--- src/lgge_pkg.sv ---
// Package: operation codes, rule constants and the neighborhood window type for the life grid.
`timescale 1ns / 1ps
package lgge_pkg;

  // Input field widths
  localparam int ROW_W = 7;
  localparam int COL_W = 8;
  localparam int OP_W  = 2;

  // Operation codes
  localparam logic [OP_W-1:0] OP_WRITE = 2'd0;
  localparam logic [OP_W-1:0] OP_READ  = 2'd1;
  localparam logic [OP_W-1:0] OP_STEP  = 2'd2;

  // Neighbor count and B3/S23 thresholds
  localparam int              CNT_W         = 4;
  localparam logic [CNT_W-1:0] BIRTH_CNT    = 4'd3;
  localparam logic [CNT_W-1:0] SURVIVE_CNT  = 4'd2;

  // 3x3 neighborhood around the cell being judged
  typedef struct packed {
    logic nw;
    logic n;
    logic ne;
    logic w;
    logic ctr;
    logic e;
    logic sw;
    logic s;
    logic se;
  } window_t;

endpackage

--- src/lgge_rule.sv ---
// Shared cell update unit: counts live neighbors and applies the B3/S23 rule.
`timescale 1ns / 1ps
module lgge_rule (
  input  lgge_pkg::window_t win,
  output logic              alive
);
  import lgge_pkg::*;

  logic [CNT_W-1:0] cnt;

  always_comb begin
    cnt = CNT_W'(win.nw) + CNT_W'(win.n) + CNT_W'(win.ne) + CNT_W'(win.w)
        + CNT_W'(win.e) + CNT_W'(win.sw) + CNT_W'(win.s) + CNT_W'(win.se);
    alive = (cnt == BIRTH_CNT) || (win.ctr && (cnt == SURVIVE_CNT));
  end

endmodule

--- config.mk ---
export PLATFORM = sky130hd
export DESIGN_NAME = lgge_rule
export DESIGN_NICKNAME = d
export VERILOG_FILES = /design/src/lgge_pkg.sv /design/src/lgge_rule.sv
export SDC_FILE = /design/constraint.sdc
export NUM_CORES = 1
export LEC_CHECK = 0
export ABC_CLOCK_PERIOD_IN_PS = 3000
export BUFFER_PORTS_ARGS = -buffer_cell sky130_fd_sc_hd__buf_2
export CELL_PAD_IN_SITES_DETAIL_PLACEMENT = 0
export CELL_PAD_IN_SITES_GLOBAL_PLACEMENT = 2
export CORE_AREA = 3 3 40 42
export DETAILED_ROUTE_END_ITERATION = 8
export DIE_AREA = 0 0 43 45
export PLACE_DENSITY = 0.5
export SETUP_SLACK_MARGIN = 0.3
export SYNTH_ARGS = -nofsm -noshare
export SYNTH_HDL_FRONTEND = slang
export SYNTH_SLANG_ARGS = --single-unit
--- constraint.sdc ---
create_clock -name vclk -period 3
set_clock_uncertainty 0.1 [all_clocks]
set_input_delay 0.3 -clock vclk [all_inputs]
set_output_delay 0.3 -clock vclk [all_outputs]
set_load 0.02 [all_outputs]
==> flow_summary.yaml <==
run_status:
  outcome: "finished, violations left"
  failed_checks: "setup timing"
layout:
  nClkBuffers: 0
  fillCellCount: 147
  final_cells: 49
  stdcell_area_um2: 293
  drive_gt1_share_pct: 50.0
  final_cell_mix: "inv_1 (9), buf_2 (7), fa_1 (3), buf_4 (3), ha_1 (2)"
  layout.nets: 52
  mostFrequentLayoutCell: "inv_1"
  num_antenna_cells: 0
  seq_area_um2: 0
  syn_to_final_growth_pct: 58.1
  seq_cells: 0
  fin_util_pct: 22.8
timing:
  setup_viol: 1
  setup_ws_ns: -0.310
  tightest_slew_ns: 0.117
  rsz0062_at_grt: "yes"
  fin_setup_tns_ns: -0.310
  finalCriticalPeriod_ns: 3.31
  fmax_mhz: 302
  period_share_pct: 110
  hold-worst-slack_ns: 0.863
  maxSlewViolCount: 0
  relSlewSlack_pct: 92.2
  hold_viol: 0
power:
  peakVddDrop_v: 0.0000579
  p_leak_nw: 0.165
  power_density_nw_per_um2: 326
  finalPower_uw: 95.3
clocking:
  cts_hold_buf: 0
floorplan:
  start_util_pct: 14.4
  die_y_um: 45
  rows: 13
  die_width_um: 43
  dieArea_um2: 1940
  io_pins: 10
  core_area_um2: 1280
drt:
  postRouteAntennaNets: 0
  routed_wl_um: 334
  vias: 174
  dr.pass1.iters: 1
  drt_iter0_drc: 0
  vias_per_cell: 3.55
  drc: 0
  wire_per_inst_um: 6.82
logic_synthesis:
  synth_fp_nets: 39
  yosysWarnings: 0
  syn_area_um2: 185
  ys_seq_area_share_pct: 0
  syn_inst: 23
  syn_area_per_cell_um2: 8.05
  ys_types: 7
global_routing:
  grt_max_degree: 3
  grt_util_all_layers_pct: 3.92
  grt_antenna_before_repair: 0
  gr-total-overflow: 0
  grt_pass1_wl_um: 634
  grt_pass1_vias: 194
flow_run:
  cap_violations: 0
setup_path:
  endpoint_kind: "output port"
  crit_required_ns: 2.60
  crit_arrival_ns: 2.91
  path_max_fanout: 2
  start_kind: "input pin"
  critical_path_class: "in -> out"
placement:
  placed_cells: 48
  gp_congestion: 0.594
  dp_hpwl_um: 326
  numPortBuffers: 10
  dpl_cell_area_um2: 270
  post-place-ws_ns: -0.503
min_path:
  min_path_type: "in -> out"
[repair_timing]
item	in CTS	in global routing
gates resized for setup	5	0
pin swaps	5	0
buffers inserted	1	0
endpoints found under the setup margin	1	1
[final timing paths]
kind | cells past startpoint | startpoint | end | slack, ns
worst max-delay path | 11 | win[0] | alive | -0.31
worst min-delay path | 4 | win[4] | alive | 0.86
[power breakdown]
part           internal, mW  switching (mW)  total (mW)
Sequential                0               0           0
Clock                     0               0           0
Combinational        0.0478          0.0475      0.0953
Total                0.0478          0.0475      0.0953
[layout make-up]
type	instances	area (um^2)	area share [%]
well taps	15	18.8	6.41
repair buffers	11	68.8	23.5
multi-input cells	12	156	53.4
inverters	11	48.8	16.7
[kinds of logic (layout without fill, tap and decap cells)]
group / Yosys count / after routing / share of synthesized area, %
adders and majority gates: 7 / 7 / 63.5
AOI/OAI and AO/OA: 3 / 3 / 8.11
and+or+nand+nor: 2 / 2 / 6.08
buffers and inverters: 11 / 22 / 22.3
[routing by layer]
metal	global-route usage [%]	part of all wire (%)	routed length (um)
met1	3.87	34	112
met2	8.68	54	179
met3	0.797	13	42
met4	0	0	0
met5	0	0	0
[cells in the mapped netlist]
cell type   n  area, um^2
ha_1        3        37.5
inv_1      11        41.3
a21oi_1     2        10.0
fa_1        4        80.1
o21ai_0     1        5.00
or2_0       1        6.26
nand3_1     1        5.00
[critical path, stage by stage]
cell     delay, ns
buf_6         0.07
inv_2         0.03
fa_1          0.55
fa_1          0.43
fa_1          0.50
inv_1         0.04
ha_2          0.17
fa_2          0.53
o21ai_2       0.06
a21oi_2       0.09
buf_4         0.14
Power figures use the tool's default switching activity.
