### config.mk
export PLATFORM = sky130hd
export DESIGN_NAME = lgge_ram
export DESIGN_NICKNAME = d
export VERILOG_FILES = /design/src/lgge_ram.sv
export SDC_FILE = /design/constraint.sdc
export NUM_CORES = 1
export LEC_CHECK = 0
export BUFFER_PORTS_ARGS = -buffer_cell sky130_fd_sc_hd__buf_2
export CAP_MARGIN = 40
export CELL_PAD_IN_SITES_DETAIL_PLACEMENT = 2
export CELL_PAD_IN_SITES_GLOBAL_PLACEMENT = 2
export CORE_ASPECT_RATIO = 0.6
export CORE_MARGIN = 2
export CORE_UTILIZATION = 43
export DETAILED_ROUTE_END_ITERATION = 6
export HOLD_SLACK_MARGIN = 0.06
export PLACE_DENSITY = 0.81
export REMOVE_ABC_BUFFERS = 1
export SLEW_MARGIN = 5
export SYNTH_ARGS = -nofsm -noshare
export SYNTH_HDL_FRONTEND = slang
export SYNTH_SLANG_ARGS = --single-unit
### constraint.sdc
create_clock -name clk -period 1.65 [get_ports clk]
set_input_delay 0.165 -clock clk [delete_from_list [all_inputs] [get_ports clk]]
set_output_delay 0.165 -clock clk [all_outputs]
set_load 0.005 [all_outputs]
### src/lgge_ram.sv
// Generic single-write, single-read RAM with registered read data.
`timescale 1ns / 1ps
module lgge_ram #(
  parameter int WIDTH = 8,
  parameter int DEPTH = 16
) (
  input  logic                     clk,
  input  logic                     wr_en,
  input  logic [$clog2(DEPTH)-1:0] wr_addr,
  input  logic [WIDTH-1:0]         wr_data,
  input  logic                     rd_en,
  input  logic [$clog2(DEPTH)-1:0] rd_addr,
  output logic [WIDTH-1:0]         rd_data
);

  logic [WIDTH-1:0] mem [DEPTH];

  always_ff @(posedge clk) begin
    if (wr_en) begin
      mem[wr_addr] <= wr_data;
    end
  end

  // read data holds until the next read
  always_ff @(posedge clk) begin
    if (rd_en) begin
      rd_data <= mem[rd_addr];
    end
  end

endmodule

==> results_dict.tcl, run 1 <==
set metrics [dict create \
    holdCritPathClass "input port to flop" \
    cp_max_fo 1 \
    drive_gt1_share_pct 31.67 \
    grt_max_degree 33 \
    io_pins 27 \
    ctsHoldBuffers 0 \
    dp_cells 433 \
    wirelength_mm 13.24 \
    slew_headroom_pct 36.63 \
    route.detailed.drc 0 \
    utilization_pct 52.42 \
    cts_buffers 17 \
    worstPathArrival_ns 1.78 \
    synth_xor_area_share_pct 0 \
    synth_area_per_cell_um2 22.83 \
    fmax_mhz 613.3 \
    clk_latency_ns 0.42 \
    drtAntennaViolNets 0 \
    die_area_um2 13080 \
    n_fill_cell 1062 \
    fin_cells 465 \
    rr_endpoint "rd_data[6]" \
    drv_cap 0 \
    synth_cells 229 \
    synth_top_family_by_area "multiplexers" \
    die_x_um 146.3 \
    synthToLayoutAreaGrowth_pct 19.79 \
    power_mw 8.111 \
    synth_fa_ha_area_share_pct 0 \
    final_common_cell "edfxtp_1" \
    synthSimpleGateAreaFrac_pct 3.135 \
    syn_area_um2 5228 \
    drt_iter0_markers 202 \
    place.gp.congestion 0.7321 \
    muxShareOfSynthArea_pct 14.79 \
    hpwl_mm 8.724 \
    viasPerCell 5.542 \
    cts_tree "done" \
    synth-compound-area-share_pct 2.298 \
    grt_pass1_wl_mm 19.64 \
    overflow 0 \
    yosysSeqAreaShare_pct 78.12 \
    antenna_found_initial 0 \
    hp-start "rd_en" \
    critPathLaunch "mem[0][6]" \
    cts_buffer_depth 2 \
    vdd_drop_max_mv 0.7637 \
    num-nets-final 306 \
    cp-start-kind "flop" \
    initial_core_util_pct 43.76 \
    h-tree-depth 4 \
    cts_setup_buffers 0 \
    finalCritPeriodShare_pct 98.81 \
    finalHoldViolCount 0 \
    first_global_vias 2814 \
    slew_viol_final 0 \
    ff2ff_setup_slack_ns 0.02 \
    clock-sinks 136 \
    layout_min_cycle_time_ns 1.630 \
    portBuffers 26 \
    criticalPathCategory "flop to flop" \
    fp.dieH_um 89.41 \
    yosys.cell_types.count 18 \
    diodes 0 \
    rsz0062_at_grt "no" \
    setup_viol 0 \
    core_um2 11950 \
    first_pass_iters 4 \
    cp_data_required_time_ns 1.80 \
    num_vias 2577 \
    fin_skew_ns 0.01189 \
    status "completed" \
    cts.repair.resized 0 \
    ys_warn_count 0 \
    p_per_area_nw_per_um2 1295 \
    endpoint_kind "flop" \
    ys_seq_elements 136 \
    num_rows 31 \
    rr_worst_depth 3 \
    cp-endpoint "rd_data[6]" \
    worst_pin_slew_ns 0.9486 \
    cts-root-buf "clkbuf_16" \
    clkSlewWorstSetupHoldPaths_ns 0.06 \
    grt_use_total_pct 22.11 \
    mostFrequentLayoutCells "edfxtp_1 (136), buf_2 (26), buf_4 (21)" \
    static-leakage-power_nw 2.123 \
    routedWlPerCell_um 28.47 \
    r2r_start "mem[0][6]" \
]
## power by group
group          leakage (nW)  switching [mW]  internal, mW  total (mW)
Combinational         0.603           0.246         0.160       0.406
Clock                 0.284            1.42          2.37        3.79
Sequential             1.24          0.0225          3.89        3.92
## how the worst min path moves through the flow
| stage | slack (ns) | endpoint | cells after the start |
|---|---|---|---|
| floorplan | 0.26 | mem[0][0] | 0 |
| global placement | 0.55 | rd_data[1] | 1 |
| detailed placement | 0.55 | rd_data[2] | 1 |
| CTS | 0.11 | rd_data[1] | 1 |
| global route | 0.11 | rd_data[1] | 1 |
| finish | 0.12 | rd_data[1] | 1 |
## sequential cells by signal, summed over array words and instances, names as in the netlist
| signal | flops |
|---|---|
| mem | 128 |
| rd_data | 8 |
## cell usage after synthesis (all sizes together)
library cell,n,share of area [%]
and2,1,0.12
buf,7,1.1
nand3,1,0.096
nor2b,1,0.12
and2b,1,0.14
nor3,4,0.38
nand2b,2,0.24
nand3b,2,0.29
clkdlybuf4s25,3,0.57
edfxtp,136,78
mux4,32,15
nor2,13,0.93
nand2,9,0.65
a22oi,16,2.3
or3b,1,0.17
## critical path, stage by stage (launching register included)
cell      delay [ns]
edfxtp_1        0.42
mux4_2          0.49
a22oi_1         0.31
nand2_1         0.15
## kinds of logic after synthesis
family,Yosys count
buf+inv,10
flops,136
mux,32
simple gates,35
compound gates,16
## layout make-up
class | instances | area [um^2] | area share, %
clock buffer | 19 | 432.9 | 6.913
sequential | 136 | 4084 | 65.21
multi-input combinational | 83 | 1057 | 16.88
timing repair buffer | 49 | 327.8 | 5.235
tap | 165 | 206.4 | 3.297
clock inverter | 13 | 153.9 | 2.458
## layer usage
layer | up-vias | wire length [um] | GRT usage [%]
li1 | 1099 | - | -
met1 | 1380 | 6093 | 31.26
met2 | 91 | 6138 | 35.25
met3 | 7 | 949 | 5.153
met4 | 0 | 57 | 6.355
met5 | - | 0 | 0
## through the flow
stage	hold WS, ns	setup slack (ns)	setup TNS [ns]	cell area [um^2]
2_1_floorplan	0.2639	-0.007874	-0.06299	5141
3_3_place_gp	0.5472	-0.06417	-0.1889	5675
3_5_place_dp	0.5490	-0.1032	-0.4155	5675
4_1_cts	0.1111	0.009554	0	6262
5_1_grt	0.1136	0.003768	0	6262
6_report	0.1234	0.01960	0	6262
No activity file was read; power rests on OpenSTA's default activity.
==> inputs of run 2 (changes only) <==
--- a/config.mk
+++ b/config.mk
@@ -11,10 +11,10 @@
 export CELL_PAD_IN_SITES_GLOBAL_PLACEMENT = 2
 export CORE_ASPECT_RATIO = 0.6
 export CORE_MARGIN = 2
-export CORE_UTILIZATION = 43
+export CORE_UTILIZATION = 52
 export DETAILED_ROUTE_END_ITERATION = 6
 export HOLD_SLACK_MARGIN = 0.06
-export PLACE_DENSITY = 0.81
+export PLACE_DENSITY = 0.91
 export REMOVE_ABC_BUFFERS = 1
 export SLEW_MARGIN = 5
 export SYNTH_ARGS = -nofsm -noshare
==> constraint.sdc (replaced) <==
create_clock -name clk -period 1.93 [get_ports clk]
set_input_delay 0.193 -clock clk [delete_from_list [all_inputs] [get_ports clk]]
set_output_delay 0.193 -clock clk [all_outputs]
set_load 0.005 [all_outputs]
==> results_dict.tcl, run 2 <==
set metrics [dict create \
    yosys.cell_types.count 18 \
    status "stopped before the end" \
    fp.dieH_um 81.67 \
    die_x_um 133.4 \
    portBuffers 26 \
    yosysMostFrequentCell "edfxtp_1" \
    haltStage "3_5_place_dp" \
    synth_flop_cell "edfxtp_1" \
    hpwl_mm 9.128 \
    yosysSeqAreaShare_pct 78.12 \
    synth_cells 229 \
    synth-edff-count 136 \
    ys_seq_elements 136 \
    ys_warn_count 0 \
    error_line "[ERROR DPL-0033] detailed placement checks failed during check placement." \
    num_rows 28 \
    io_pins 27 \
    place.gp.congestion 0.7437 \
    synth_area_per_cell_um2 22.83 \
    syn_area_um2 5228 \
    async_flop_share_pct 0 \
    yosysTopAreaCellShare_pct 78.12 \
    yosys-top-cells-count "edfxtp_1 (136), mux4_2 (18), a22oi_1 (16), mux4_1 (14), nor2_1 (13)" \
    netlist.top_cell.by_area "edfxtp_1" \
    initial_core_util_pct 53.29 \
    synth.area.top_cells "edfxtp_1 (78%), mux4_2 (7.8%), mux4_1 (7.0%), a22oi_1 (2.3%), nor2_1 (0.93%)" \
]
[run 2: cell counts after synthesis]
Identical to the previous run, type by type.
[run 2: metrics by stage]
step                    hold slack (ns)  worst slack (ns)  std cells  area [um^2]
after floorplan                  0.2919            0.2441        219         5141
after global placement           0.5723            0.2322        401         5635
[run 2: kinds of logic after synthesis]
group / after synthesis / share of synthesized area, %
muxes: 32 / 14.79
AOI/OAI and AO/OA: 16 / 2.298
and+or+nand+nor: 35 / 3.136
DFF: 136 / 78.12
buffers and inverters: 10 / 1.651
==> inputs of run 3 (changes only) <==
==> config.mk (replaced) <==
export PLATFORM = sky130hd
export DESIGN_NAME = lgge_ram
export DESIGN_NICKNAME = d
export VERILOG_FILES = /design/src/lgge_ram.sv
export SDC_FILE = /design/constraint.sdc
export NUM_CORES = 1
export LEC_CHECK = 0
export BUFFER_PORTS_ARGS = -buffer_cell sky130_fd_sc_hd__buf_2
export CAP_MARGIN = 40
export CORE_MARGIN = 2
export CORE_UTILIZATION = 40
export DETAILED_ROUTE_END_ITERATION = 6
export PLACE_DENSITY_LB_ADDON = 0.15
export REMOVE_ABC_BUFFERS = 1
export SLEW_MARGIN = 5
export SYNTH_ARGS = -nofsm -noshare
export SYNTH_HDL_FRONTEND = slang
export SYNTH_SLANG_ARGS = --single-unit
==> results_dict.tcl, run 3 (synthesis gave the netlist of run 1 again) <==
set metrics [dict create \
    finalHoldViolCount 0 \
    utilization_pct 48.59 \
    drive_gt1_share_pct 29.49 \
    grt_use_total_pct 16.25 \
    ctsHoldBuffers 0 \
    h-tree-depth 4 \
    drt_iter0_markers 173 \
    core_um2 12670 \
    drtAntennaViolNets 0 \
    route.detailed.drc 0 \
    largest-register "mem" \
    final_common_cell "edfxtp_1" \
    cts_tree "done" \
    layout_min_cycle_time_ns 1.560 \
    cp_data_required_time_ns 2.07 \
    fp.dieH_um 118.3 \
    endpoint_kind "flop" \
    dp_slack_ns 0.1252 \
    hp-start "rd_en" \
    cts.repair.resized 0 \
    initial_core_util_pct 41.26 \
    top_regs "mem x128, rd_data x8" \
    rsz0062_at_grt "no" \
    largest_register_ff_count 128 \
    routedWlPerCell_um 22.26 \
    cts_buffers 17 \
    worst_slack_ns 0.3698 \
    finalCritPeriodShare_pct 80.84 \
    mostFrequentLayoutCells "edfxtp_1 (136), buf_2 (26), mux4_2 (18), buf_4 (18), clkbuf_16 (17)" \
    fmax_mhz 641.0 \
    cp-start-kind "flop" \
    clk_latency_ns 0.41 \
    cp_max_fo 1 \
    static-leakage-power_nw 2.070 \
    vdd_drop_max_mv 0.7822 \
    drv_cap 0 \
    holdCritPathClass "input port to flop" \
    portBuffers 26 \
    die_area_um2 14000 \
    antenna_found_initial 0 \
    status "completed" \
    p_per_area_nw_per_um2 1022 \
    worst_pin_slew_ns 0.4172 \
    io_pins 27 \
    clock-sinks 136 \
    num_vias 2455 \
    cts_buffer_depth 2 \
    grt_pass1_wl_mm 15.87 \
    criticalPathCategory "flop to flop" \
    worstPathArrival_ns 1.70 \
    slew_headroom_pct 72.19 \
    diodes 0 \
    synthToLayoutAreaGrowth_pct 17.78 \
    fin_skew_ns 0.004775 \
    r2r_start "mem[10][1]" \
    cts-root-buf "clkbuf_16" \
    setup_viol 0 \
    n_fill_cell 1056 \
    cts_setup_buffers 0 \
    clkSlewWorstSetupHoldPaths_ns 0.05 \
    first_pass_iters 4 \
    hpwl_mm 6.537 \
    place.gp.congestion 0.6984 \
    critPathLaunch "mem[10][1]" \
    fin_tns_setup_ns 0 \
    first_global_vias 2568 \
    overflow 0 \
    num_rows 41 \
    viasPerCell 5.257 \
    slew_viol_final 0 \
    num-nets-final 304 \
    wirelength_mm 10.40 \
    ff2ff_setup_slack_ns 0.37 \
    grt_max_degree 33 \
    die_x_um 118.3 \
]
## run 3: per-stage QoR
step                hold WS [ns]  instances  power [mW]  cell area (um^2)
floorplan                 0.2919        219       3.536              5141
global placement          0.5863        438       3.726              5682
finish                    0.1701        467       6.295              6157
CTS                       0.1442        467       6.375              6157
global route              0.1493        467       6.519              6157
detailed placement        0.5840        438       3.729              5682
## run 3: layer usage
layer,share of wire (%),up-vias,GRT usage [%]
li1,-,1091,-
met1,46,1294,22.19
met2,48,57,24.60
met3,4.5,13,4.151
met4,1.5,0,7.455
met5,0,-,0
## run 3: path summary, 6_finish.rpt
| kind | end | cells past startpoint |
|---|---|---|
| worst max-delay path | rd_data[1] | 3 |
| worst min-delay path | rd_data[2] | 1 |
| worst max register to register | rd_data[1] | 3 |
| worst min register to register | rd_data[7] | 3 |
## run 3: power breakdown
part	internal (mW)	switching (mW)	leakage, nW
Sequential	3.33	0.0178	1.24
Combinational	0.135	0.176	0.598
Clock	1.58	1.05	0.236
Total	5.05	1.24	2.07
## run 3: critical path: stages, from the launching register on
cell and delay, ns:
edfxtp_1 0.37, mux4_1 0.49, a22oi_1 0.28, nand2_1 0.15
## run 3: final cells by class
cell class / instances / area, um^2 / share of cell area, %
Multi-Input combinational cell: 83 / 1057 / 17.17
Tap cell: 172 / 215.2 / 3.495
Clock inverter: 8 / 35.03 / 0.5690
Clock buffer: 21 / 440.4 / 7.153
Sequential cell: 136 / 4084 / 66.33
Timing Repair Buffer: 47 / 325.3 / 5.283
==> inputs of run 4 (changes only) <==
==> constraint.sdc (replaced) <==
create_clock -name clk -period 1.45 [get_ports clk]
set_input_delay 0.145 -clock clk [delete_from_list [all_inputs] [get_ports clk]]
set_output_delay 0.145 -clock clk [all_outputs]
set_load 0.005 [all_outputs]
==> results_dict.tcl, run 4 (synthesis gave the netlist of run 1 again) <==
set metrics [dict create \
    fp.dieH_um 118.3 \
    die_x_um 118.3 \
    p_comb_share_pct 5.2 \
    cp_data_required_time_ns 1.61 \
    rsz0062_at_grt "yes" \
    max_stage_delay_ns 0.49 \
    die_area_um2 14000 \
    cts_buffers 17 \
    num-nets-final 310 \
    fin_skew_ns 0.005089 \
    first_global_vias 2543 \
    cts-root-buf "clkbuf_16" \
    cpMaxStageDelayCell "mux4_2" \
    drtAntennaViolNets 0 \
    vdd_drop_max_mv 0.5995 \
    hpwl_mm 6.772 \
    mostFrequentLayoutCells "edfxtp_1 (136), buf_2 (26), mux4_2 (25)" \
    diodes 0 \
    setup_viol 1 \
    violations "negative setup slack" \
    cp.buffers_inverters 0 \
    num_vias 2455 \
    worst_pin_slew_ns 0.8472 \
    initial_core_util_pct 41.26 \
    antenna_found_initial 0 \
    viasPerCell 5.158 \
    h-tree-depth 4 \
    num_rows 41 \
    cts_buffer_depth 2 \
    route.detailed.drc 0 \
    cp-start-kind "flop" \
    hp-start "rd_en" \
    seqPwrFrac_pct 49.1 \
    r2r_start "mem[3][2]" \
    largest-register "mem" \
    min_path_cells 1 \
    wirelength_mm 10.65 \
    largest_register_ff_count 128 \
    criticalPathCategory "flop to flop" \
    io_pins 27 \
    p_clk_share_pct 45.7 \
    status "complete, but fails checks" \
    dp_slack_ns -0.4225 \
    grt_max_degree 17 \
    clk_latency_ns 0.41 \
    routedWlPerCell_um 22.38 \
    core_um2 12670 \
    p_sw_share_pct 20.78 \
    holdCritPathClass "input port to flop" \
    drt_iter0_markers 152 \
    place.gp.congestion 0.7200 \
    overflow 0 \
    crit_family "multiplexers" \
    clkSlewWorstSetupHoldPaths_ns 0.06 \
    grt_pass1_wl_mm 15.95 \
    clock-sinks 136 \
    portBuffers 26 \
    rr_endpoint "rd_data[2]" \
    p_per_area_nw_per_um2 1425 \
    synthToLayoutAreaGrowth_pct 21.73 \
    power_switching_mw 1.884 \
    drive_gt1_share_pct 39.14 \
    static-leakage-power_nw 2.131 \
    worstPathArrival_ns 1.61 \
    slew_headroom_pct 43.40 \
    final_common_cell "edfxtp_1" \
    fmax_mhz 689.2 \
    power_mw 9.066 \
    n_fill_cell 1054 \
    grt_use_total_pct 16.24 \
    whs_ns 0.1036 \
    rr_worst_depth 3 \
    finalCritPeriodShare_pct 100.1 \
    power.internal_mw 7.182 \
    worst_slack_ns -0.001062 \
    drv_cap 0 \
    finalHoldViolCount 0 \
    path_cells "mux4_2 > a22oi_2 > nand2_1" \
    fin_tns_setup_ns -0.001062 \
    first_pass_iters 4 \
    cp_max_fo 1 \
    layout_min_cycle_time_ns 1.451 \
    slew_viol_final 0 \
    ff2ff_setup_slack_ns -0.001 \
    cts_tree "done" \
    endpoint_kind "flop" \
    utilization_pct 50.22 \
    top_regs "mem x128, rd_data x8" \
    worstHoldEndpoint "rd_data[6]" \
]
run 4: changes by cell type in the layout (fill, tap and decap cells not counted), sizes merged:
cell and change:
clkinvlp +2, inv +2, bufinv +2, buf +6, clkbuf -3
run 4: cell type report:
class                      instances  area, um^2  area share, %
sequential                       136        4084          64.18
timing repair buffer              53       407.9          6.410
clock buffer                      18       429.2          6.744
tap                              172       215.2          3.382
multi-input combinational         83        1076          16.91
clock inverter                    14       151.4          2.379
run 4: how the worst max path moves through the flow:
stage | cells past startpoint | startpoint | slack (ns) | end
2_1_floorplan | 2 | wr_addr[2] | -0.19 | mem[0][0]
3_3_place_gp | 6 | rd_addr[0] | -0.40 | rd_data[2]
3_5_place_dp | 6 | rd_addr[0] | -0.42 | rd_data[2]
4_1_cts | 3 | mem[1][2] | -0.02 | rd_data[2]
5_1_grt | 3 | mem[2][0] | -0.03 | rd_data[0]
6_report | 3 | mem[3][2] | -0.001 | rd_data[2]
run 4: power by group through the flow:
stage	clock network (mW)	logic, mW	registers (mW)
2_1_floorplan	0	0.177	4.53
3_3_place_gp	0	0.454	4.53
3_5_place_dp	0	0.460	4.53
4_1_cts	4.22	0.472	4.45
5_1_grt	4.42	0.509	4.46
6_report	4.14	0.473	4.45
run 4: per-stage QoR:
| step | instance area, um^2 | instances |
|---|---|---|
| after CTS | 6362 | 476 |
| after floorplan | 5141 | 219 |
| after detailed placement | 5764 | 444 |
| after global routing | 6364 | 476 |
| after global placement | 5764 | 444 |
| final | 6364 | 476 |
run 4: routing by layer:
metal / track usage (%) / up-vias / routed length, um
li1: - / 1100 / -
met1: 21.92 / 1300 / 4996
met2: 24.64 / 44 / 5126
met3: 5.019 / 11 / 366
met4: 6.551 / 0 / 162
met5: 0 / - / 0
run 4: timing repair:
item | CTS | global route
setup endpoints to repair | 5 | 7
pin swaps | 2 | 7
resized for setup | 7 | 9
hold buffers | 0 | 0
buffers inserted | 0 | 0
